`src/hdl/pambm_pkg.sv`:
```
// ----------------------------------------------------------------------------
// pambm_pkg
// Sizes, coefficient tables and inter-stage types for the piecewise
// alpha-max-plus-beta-min magnitude pipeline.
// ----------------------------------------------------------------------------
package pambm_pkg;

    localparam int SampleWidth  = 16;
    localparam int CoefFracBits = 15;
    localparam int FieldWidth   = 16;

    localparam int CoefWidth   = CoefFracBits + 1;
    localparam int NumRegions  = 9;
    localparam int NumThr      = NumRegions - 1;
    localparam int RegionWidth = $clog2(NumRegions);
    localparam int ProdWidth   = SampleWidth + CoefWidth;
    localparam int LhsWidth    = SampleWidth + CoefFracBits;
    localparam int SumWidth    = ProdWidth + 1;
    localparam int ResWidth    = SumWidth - CoefFracBits;
    localparam int ExtWidth    = (SampleWidth > FieldWidth) ? SampleWidth : FieldWidth;

    localparam longint unsigned ThrScale = 64'd100000000000;
    localparam longint unsigned CfScale  = 64'd10000;

    typedef logic [SampleWidth-1:0] t_sample;
    typedef logic [CoefWidth-1:0]   t_coef;
    typedef logic [ProdWidth-1:0]   t_prod;
    typedef logic [RegionWidth-1:0] t_region;

    // ratio thresholds, round-half-up to F fractional bits
    localparam t_coef ThrCoef [NumThr] = '{
        t_coef'(((64'd9849140336  << CoefFracBits) + ThrScale / 2) / ThrScale),
        t_coef'(((64'd19891236738 << CoefFracBits) + ThrScale / 2) / ThrScale),
        t_coef'(((64'd30334668361 << CoefFracBits) + ThrScale / 2) / ThrScale),
        t_coef'(((64'd41421356237 << CoefFracBits) + ThrScale / 2) / ThrScale),
        t_coef'(((64'd53451113595 << CoefFracBits) + ThrScale / 2) / ThrScale),
        t_coef'(((64'd66817863792 << CoefFracBits) + ThrScale / 2) / ThrScale),
        t_coef'(((64'd78000000000 << CoefFracBits) + ThrScale / 2) / ThrScale),
        t_coef'(((64'd82067879083 << CoefFracBits) + ThrScale / 2) / ThrScale)
    };

    localparam t_coef AlphaCoef [NumRegions] = '{
        t_coef'(((64'd12012 << CoefFracBits) + CfScale / 2) / CfScale),
        t_coef'(((64'd9940  << CoefFracBits) + CfScale / 2) / CfScale),
        t_coef'(((64'd9772  << CoefFracBits) + CfScale / 2) / CfScale),
        t_coef'(((64'd9510  << CoefFracBits) + CfScale / 2) / CfScale),
        t_coef'(((64'd9156  << CoefFracBits) + CfScale / 2) / CfScale),
        t_coef'(((64'd8744  << CoefFracBits) + CfScale / 2) / CfScale),
        t_coef'(((64'd8178  << CoefFracBits) + CfScale / 2) / CfScale),
        t_coef'(((64'd8188  << CoefFracBits) + CfScale / 2) / CfScale),
        t_coef'(((64'd7084  << CoefFracBits) + CfScale / 2) / CfScale)
    };

    localparam t_coef BetaCoef [NumRegions] = '{
        t_coef'(((64'd246  << CoefFracBits) + CfScale / 2) / CfScale),
        t_coef'(((64'd1226 << CoefFracBits) + CfScale / 2) / CfScale),
        t_coef'(((64'd2194 << CoefFracBits) + CfScale / 2) / CfScale),
        t_coef'(((64'd3142 << CoefFracBits) + CfScale / 2) / CfScale),
        t_coef'(((64'd4059 << CoefFracBits) + CfScale / 2) / CfScale),
        t_coef'(((64'd4936 << CoefFracBits) + CfScale / 2) / CfScale),
        t_coef'(((64'd5767 << CoefFracBits) + CfScale / 2) / CfScale),
        t_coef'(((64'd5767 << CoefFracBits) + CfScale / 2) / CfScale),
        t_coef'(((64'd7042 << CoefFracBits) + CfScale / 2) / CfScale)
    };

    typedef struct packed {
        logic    valid;
        t_sample mx;
        t_sample mn;
    } t_minmax;

    typedef struct packed {
        logic    valid;
        t_sample mx;
        t_sample mn;
        t_region region;
    } t_classed;

endpackage

```
`src/hdl/pambm_region.sv`:
```
// ----------------------------------------------------------------------------
// pambm_region
// Two-stage region classifier: threshold products of max, then compare
// against min and priority-select the first region whose test passes.
// ----------------------------------------------------------------------------
module pambm_region (
    input  logic                 i_clk,
    input  logic                 i_rst_n,
    input  pambm_pkg::t_minmax   i_item,
    output pambm_pkg::t_classed  o_item
);
    import pambm_pkg::*;

    logic    r_valid;
    t_sample r_mx;
    t_sample r_mn;
    t_prod   r_prod [NumThr];

    logic    n_valid;
    t_region n_region;
    t_prod   w_lhs;

    always_ff @(posedge i_clk) begin
        if (!i_rst_n) begin
            r_valid <= 1'b0;
        end else begin
            r_valid <= i_item.valid;
        end
    end

    always_ff @(posedge i_clk) begin
        r_mx <= i_item.mx;
        r_mn <= i_item.mn;
        for (int i = 0; i < NumThr; i++) begin
            r_prod[i] <= ProdWidth'(ThrCoef[i]) * ProdWidth'(i_item.mx);
        end
    end

    assign w_lhs   = ProdWidth'({r_mn, {CoefFracBits{1'b0}}});
    assign n_valid = r_valid;

    always_comb begin
        n_region = RegionWidth'(NumRegions - 1);
        for (int i = NumThr - 1; i >= 0; i--) begin
            if (w_lhs < r_prod[i]) begin
                n_region = RegionWidth'(i);
            end
        end
    end

    always_ff @(posedge i_clk) begin
        if (!i_rst_n) begin
            o_item.valid <= 1'b0;
        end else begin
            o_item.valid <= n_valid;
        end
        o_item.mx     <= r_mx;
        o_item.mn     <= r_mn;
        o_item.region <= n_region;
    end

endmodule

```
`src/hdl/piecewise_ambm_magnitude.sv`:
```
// ----------------------------------------------------------------------------
// piecewise_ambm_magnitude
// Approximate modulus of a complex sample by nine-region
// alpha-max-plus-beta-min, fixed-point coefficients, rounded to nearest.
// ----------------------------------------------------------------------------
// Five-stage pipeline taking one item per clock; busy is always low. The
// magnitude of each accepted item is driven, in order of acceptance, with
// o_valid high for one cycle. Stages: abs/min/max, threshold products,
// region select, coefficient products, round and saturate. Results cannot
// be held off.
module piecewise_ambm_magnitude (
    input  logic                                     i_clk,
    input  logic                                     i_rst_n,
    input  logic                                     start,
    input  logic signed [pambm_pkg::FieldWidth-1:0]  i_real_part,
    input  logic signed [pambm_pkg::FieldWidth-1:0]  i_imag_part,
    output logic                                     busy,
    output logic                                     o_valid,
    output logic        [pambm_pkg::FieldWidth-1:0]  o_magnitude
);
    import pambm_pkg::*;

    function automatic t_sample abs_s(input t_sample x);
        if (x[SampleWidth-1]) begin
            return ~x + t_sample'(1);
        end
        return x;
    endfunction

    logic [ExtWidth-1:0] w_re_ext;
    logic [ExtWidth-1:0] w_im_ext;
    t_sample             w_re_abs;
    t_sample             w_im_abs;

    t_minmax  r_mm;
    t_minmax  n_mm;
    t_classed w_cls;

    logic  r_prod_valid;
    t_prod r_pa;
    t_prod r_pb;

    logic [SumWidth-1:0]  w_sum;
    logic [ResWidth-1:0]  w_res;
    t_sample              n_sat;
    logic [ExtWidth-1:0]  w_sat_ext;

    logic                  r_valid;
    logic [FieldWidth-1:0] r_mag;

    assign busy = 1'b0;

    // stage 1: absolute values, max and min
    assign w_re_ext = ExtWidth'($unsigned(i_real_part));
    assign w_im_ext = ExtWidth'($unsigned(i_imag_part));
    assign w_re_abs = abs_s(w_re_ext[SampleWidth-1:0]);
    assign w_im_abs = abs_s(w_im_ext[SampleWidth-1:0]);

    always_comb begin
        n_mm.valid = start && !busy;
        if (w_re_abs < w_im_abs) begin
            n_mm.mx = w_im_abs;
            n_mm.mn = w_re_abs;
        end else begin
            n_mm.mx = w_re_abs;
            n_mm.mn = w_im_abs;
        end
    end

    always_ff @(posedge i_clk) begin
        if (!i_rst_n) begin
            r_mm.valid <= 1'b0;
        end else begin
            r_mm.valid <= n_mm.valid;
        end
        r_mm.mx <= n_mm.mx;
        r_mm.mn <= n_mm.mn;
    end

    // stages 2 and 3
    pambm_region u_region (
        .i_clk   (i_clk),
        .i_rst_n (i_rst_n),
        .i_item  (r_mm),
        .o_item  (w_cls)
    );

    // stage 4: coefficient products
    always_ff @(posedge i_clk) begin
        if (!i_rst_n) begin
            r_prod_valid <= 1'b0;
        end else begin
            r_prod_valid <= w_cls.valid;
        end
    end

    always_ff @(posedge i_clk) begin
        r_pa <= ProdWidth'(AlphaCoef[w_cls.region]) * ProdWidth'(w_cls.mx);
        r_pb <= ProdWidth'(BetaCoef[w_cls.region]) * ProdWidth'(w_cls.mn);
    end

    // stage 5: sum, round, saturate
    assign w_sum = SumWidth'(r_pa) + SumWidth'(r_pb)
                 + (SumWidth'(1) << (CoefFracBits - 1));
    assign w_res = w_sum[SumWidth-1:CoefFracBits];

    always_comb begin
        if (w_res > ResWidth'({SampleWidth{1'b1}})) begin
            n_sat = {SampleWidth{1'b1}};
        end else begin
            n_sat = w_res[SampleWidth-1:0];
        end
    end

    assign w_sat_ext = ExtWidth'(n_sat);

    always_ff @(posedge i_clk) begin
        if (!i_rst_n) begin
            r_valid <= 1'b0;
        end else begin
            r_valid <= r_prod_valid;
        end
    end

    always_ff @(posedge i_clk) begin
        r_mag <= w_sat_ext[FieldWidth-1:0];
    end

    assign o_valid     = r_valid;
    assign o_magnitude = r_mag;

    a_latency: assert property (@(posedge i_clk) disable iff (!i_rst_n)
        (start && !busy) |-> ##5 o_valid)
        else $error("accepted item did not produce a result after five cycles");

    a_zero: assert property (@(posedge i_clk) disable iff (!i_rst_n)
        (start && !busy && i_real_part == 0 && i_imag_part == 0)
            |-> ##5 (o_valid && o_magnitude == 0))
        else $error("zero sample gave a nonzero magnitude");

    a_no_spurious: assert property (@(posedge i_clk) disable iff (!i_rst_n)
        (!start && !$past(start, 1) && !$past(start, 2) && !$past(start, 3)
            && !$past(start, 4) && $past(i_rst_n, 5)) |-> ##1 !o_valid)
        else $error("result strobe without an accepted item");

endmodule

```
`config.mk`:
```
export PLATFORM = sky130hd
export DESIGN_NAME = piecewise_ambm_magnitude
export DESIGN_NICKNAME = d
export VERILOG_FILES = /design/src/hdl/pambm_pkg.sv /design/src/hdl/pambm_region.sv /design/src/hdl/piecewise_ambm_magnitude.sv
export SDC_FILE = /design/constraint.sdc
export NUM_CORES = 2
export LEC_CHECK = 0
export BUFFER_PORTS_ARGS = -buffer_cell sky130_fd_sc_hd__buf_2
export CAP_MARGIN = 20
export CORE_ASPECT_RATIO = 0.5
export CORE_MARGIN = 2
export CORE_UTILIZATION = 45
export DETAILED_ROUTE_END_ITERATION = 16
export GPL_ROUTABILITY_DRIVEN = 0
export PLACE_DENSITY = 0.71
export SETUP_SLACK_MARGIN = 0.05
export SYNTH_ARGS = -nofsm -noshare
export SYNTH_HDL_FRONTEND = slang
export SYNTH_SLANG_ARGS = --single-unit
export TNS_END_PERCENT = 30
```
`constraint.sdc`:
```
create_clock -name i_clk -period 8.6 [get_ports i_clk]
set_input_delay 0.43 -clock i_clk [delete_from_list [all_inputs] [get_ports i_clk]]
set_output_delay 0.43 -clock i_clk [all_outputs]
set_load 0.1 [all_outputs]
```
==> impl_table.tex <==
\begin{tabular}{lr}
\hline
Metric & Value \\
\hline
\multicolumn{2}{l}{\textbf{Placed design}} \\
\quad IO buf count & 51 \\
\quad Area after DPL & 58600 um2 \\
\quad Final HPWL from detailed placement & 121000 um \\
\multicolumn{2}{l}{\textbf{Global routing}} \\
\quad GR Overflow Total & 0 \\
\quad Total routing usage reported by global routing & 0.236 \\
\quad First-pass GRT wire length & 232000 um \\
\quad Grt met3 use & 0.0531 \\
\quad Initial antenna violation count & 2 \\
\quad Largest net degree at the start of global routing & 33 \\
\quad Met2 usage & 0.371 \\
\quad Busiest grt layer & met2 \\
\quad M1 GR Usage & 0.317 \\
\quad Vias in the first global route & 41.2k \\
\multicolumn{2}{l}{\textbf{STA}} \\
\quad Final total negative setup slack & 0 ns \\
\quad Peak Freq & 131 MHz \\
\quad RSZ-0062 raised after global routing & false \\
\quad Pin slew with the least headroom to its limit & 1.10 ns \\
\quad Post-route fraction of the period consumed by the critical path & 0.885 \\
\quad Final setup viols & 0 \\
\quad Post-layout min period & 7.61 ns \\
\quad Post-Route Skew & 0.0448 ns \\
\quad Final hold violation count & 0 \\
\quad Slew Limit Headroom & 0.267 \\
\quad Slew Limit Fails & 0 \\
\multicolumn{2}{l}{\textbf{Worst setup path}} \\
\quad Startpoint type of the worst setup path & flop \\
\quad Crit-path most repeated cell & sky130\_fd\_sc\_hd\_\_inv\_1 \\
\quad Slowest-stage cell, CP & sky130\_fd\_sc\_hd\_\_a21oi\_1 \\
\quad Largest driver fanout on the critical path & 14 \\
\quad Worst-path cell chain & inv\_1 -> nand2\_1 -> a21oi\_1 -> nand2\_1 -> fa\_1 -> inv\_1 -> ha\_1 -> inv\_1 -> fa\_1 -> inv\_1 -> fa\_1 -> fa\_1 -> inv\_1 -> fa\_1 -> inv\_1 -> ha\_1 -> a21oi\_1 -> o21ai\_0 -> o21bai\_1 -> a21oi\_1 -> o21ai\_1 -> o311ai\_0 -> nand2\_1 -> a311oi\_1 \\
\quad Kind of critical path & reg2reg \\
\quad Kind of capture point of the worst setup path & flop \\
\quad Maximum single-stage delay on the critical path & 0.71 ns \\
\quad Required time reported for the critical path endpoint & 9.13 ns \\
\quad Data arrival time of the critical path & 8.15 ns \\
\multicolumn{2}{l}{\textbf{Yosys}} \\
\quad Post-synth ARST share & 0 \\
\quad Most used standard cells in the synthesized netlist & sky130\_fd\_sc\_hd\_\_inv\_1, sky130\_fd\_sc\_hd\_\_ha\_1, sky130\_fd\_sc\_hd\_\_fa\_1, sky130\_fd\_sc\_hd\_\_nand2\_1, sky130\_fd\_sc\_hd\_\_dfxtp\_1 \\
\quad Most frequently used cell type in the post-synthesis netlist & sky130\_fd\_sc\_hd\_\_inv\_1 \\
\quad Number of warnings printed during yosys synthesis & 0 \\
\quad Most instantiated flip-flop cell in the synthesis netlist & sky130\_fd\_sc\_hd\_\_dfxtp\_1 \\
\quad Mapped Cells & 5894 \\
\quad Library cells used by synthesis & 81 \\
\quad Portion of the post-synthesis area used by sequential elements & 0.142 \\
\quad Cell types occupying the most area after synthesis & sky130\_fd\_sc\_hd\_\_fa\_1, sky130\_fd\_sc\_hd\_\_ha\_1, sky130\_fd\_sc\_hd\_\_dfxtp\_1, sky130\_fd\_sc\_hd\_\_inv\_1, sky130\_fd\_sc\_hd\_\_xnor2\_1 \\
\quad Seq cells post-synth & 397 \\
\quad Number of flops mapped to enable cells by yosys & 0 \\
\quad Average size of a mapped cell & 9.52 um2 \\
\quad Fraction of post-synthesis cell area in the top cell type by area & 0.291 \\
\quad Summed instance area of the synthesized netlist & 56100 um2 \\
\quad Library cell with the largest summed area after synthesis & sky130\_fd\_sc\_hd\_\_fa\_1 \\
\quad Post-Syn Nets & 7764 \\
\multicolumn{2}{l}{\textbf{Final layout}} \\
\quad Nets & 7838 \\
\quad Utilization after layout & 0.488 \\
\quad Final non-filler cell area & 60200 um2 \\
\quad Share of final-layout standard cells stronger than drive strength 1 & 0.0365 \\
\quad Layout overhead on the synthesized area & 7.28\% \\
\multicolumn{2}{l}{\textbf{CTS}} \\
\quad Quantity of gates resized following cts & 0 \\
\quad Clock net sink count & 397 \\
\quad Clock tree from TritonCTS & done \\
\quad CTS HTree Levels & 2 \\
\quad Clock latency on the worst-skew pair & 0.66 ns \\
\quad Cell at the root of the clock tree & sky130\_fd\_sc\_hd\_\_clkbuf\_16 \\
\quad TritonCTS Buffers & 46 \\
\quad Largest buffer count on any clock path & 3 \\
\quad Worst-path clk slew & 0.06 ns \\
\multicolumn{2}{l}{\textbf{Route}} \\
\quad Vias post-DR & 40.5k \\
\quad Number of vias per cell after detailed routing & 5.27 \\
\quad Aggregate routed wire length & 148000 um \\
\quad Wirelength per Cell & 19.3 um \\
\quad ANT nets after route & 0 \\
\quad Number of remaining DRC errors & 0 \\
\quad Iteration-0 DRC Markers & 2984 \\
\quad Drt pass-1 iters & 6 \\
\multicolumn{2}{l}{\textbf{Floorplanning}} \\
\quad Die W & 504 um \\
\quad Total I/O pin count & 53 \\
\quad Die Area & 128000 um2 \\
\quad Die height & 254 um \\
\quad Number of cell rows & 91 \\
\quad Initial standard-cell utilization of the core & 0.454 \\
\quad Core ar. & 124000 um2 \\
\multicolumn{2}{l}{\textbf{Outcome}} \\
\quad Outcome & complete, no violations \\
\multicolumn{2}{l}{\textbf{Hold path}} \\
\quad Path category of the worst min-delay check & in2reg \\
\multicolumn{2}{l}{\textbf{Flow run}} \\
\quad \# Max-Cap Violations & 0 \\
\hline
\end{tabular}
metal layers:
metal	share of wire	routed length [um]
met1	0.43	63400
met2	0.44	64600
met3	0.091	13500
met4	0.045	6660
met5	0.000088	13
kinds of logic (layout without fill, tap and decap cells):
| logic type | Yosys count | in the layout | share of synthesized area |
|---|---|---|---|
| XOR/XNOR | 261 | 261 | 0.0407 |
| adder cells (fa/ha/maj) | 1835 | 1835 | 0.518 |
| AO/OA/AOI/OAI | 781 | 781 | 0.0935 |
| AND/OR/NAND/NOR | 1168 | 1168 | 0.104 |
| other | 1 | 3 | 0.0000668 |
| buffers and inverters | 1414 | 1525 | 0.0950 |
| flip-flops | 397 | 397 | 0.142 |
| multiplexers | 37 | 37 | 0.00660 |
registers in the layout (all words and copies together) (netlist names):
name and count:
o_valid 1, u_region.r_mx 16, o_magnitude 16, u_region.r_prod 212, u_region.n_valid 1, r_prod_valid 1
u_region.o_item 37, r_pa 32, u_region.r_mn 16, r_mm 33, r_pb 32
worst max-delay path, delay by kind of cell, from the launching register on:
family | cells | cell delay (ns)
and+or+nand+nor | 3 | 0.64
AOI/OAI and AO/OA | 8 | 2.56
DFF | 1 | 0.45
buffers and inverters | 6 | 0.57
adders and majority gates | 7 | 3.27
worst paths after layout:
path / from / endpoint / slack (ns) / cells past startpoint
worst max-delay path: u_region.o_item[3] / r_pb[31] / 0.99 / 24
worst max register to register: u_region.o_item[3] / r_pb[31] / 0.99 / 24
worst min register to register: u_region.r_mx[5] / u_region.o_item[25] / 0.31 / 0
worst min-delay path: i_rst_n / o_valid / 0.05 / 2
per-stage QoR:
stage / setup WS, ns / hold slack [ns] / instances
finish: 0.986 / 0.0492 / 7681
global route: 0.528 / 0.0409 / 7679
CTS: 1.04 / 0.0167 / 7677
detailed placement: 1.11 / 0.312 / 7591
global placement: 1.11 / 0.310 / 7591
floorplan: 1.60 / 0.310 / 5894
cell usage in the layout, fill, tap and decap left out, drive strengths merged, types with 84 or more instances in the layout:
master,instances
xnor2,177
nor2,142
nand2,408
and2,230
dfxtp,397
xor2,84
ha,1018
a21o,125
o21ai,119
fa,817
inv,1336
buf,107
a21oi,233
cell type report:
class	count	area [um2]
multi-input cells	4083	42900
clock buffers	60	1320
diodes	2	5.00
clock inverters	25	278
inverters	1331	5000
repair buffers	109	713
well taps	1674	2090
flip-flops and latches	397	7950
fillers	11346	63300
what timing repair did:
action,in CTS,in global routing
hold endpoints to repair,1,0
buffers inserted,0,0
hold buffers,1,0
Power is left out: the tool's default activity adds up to more than one toggle a clock period on the data nets, which glitch-free logic cannot reach.
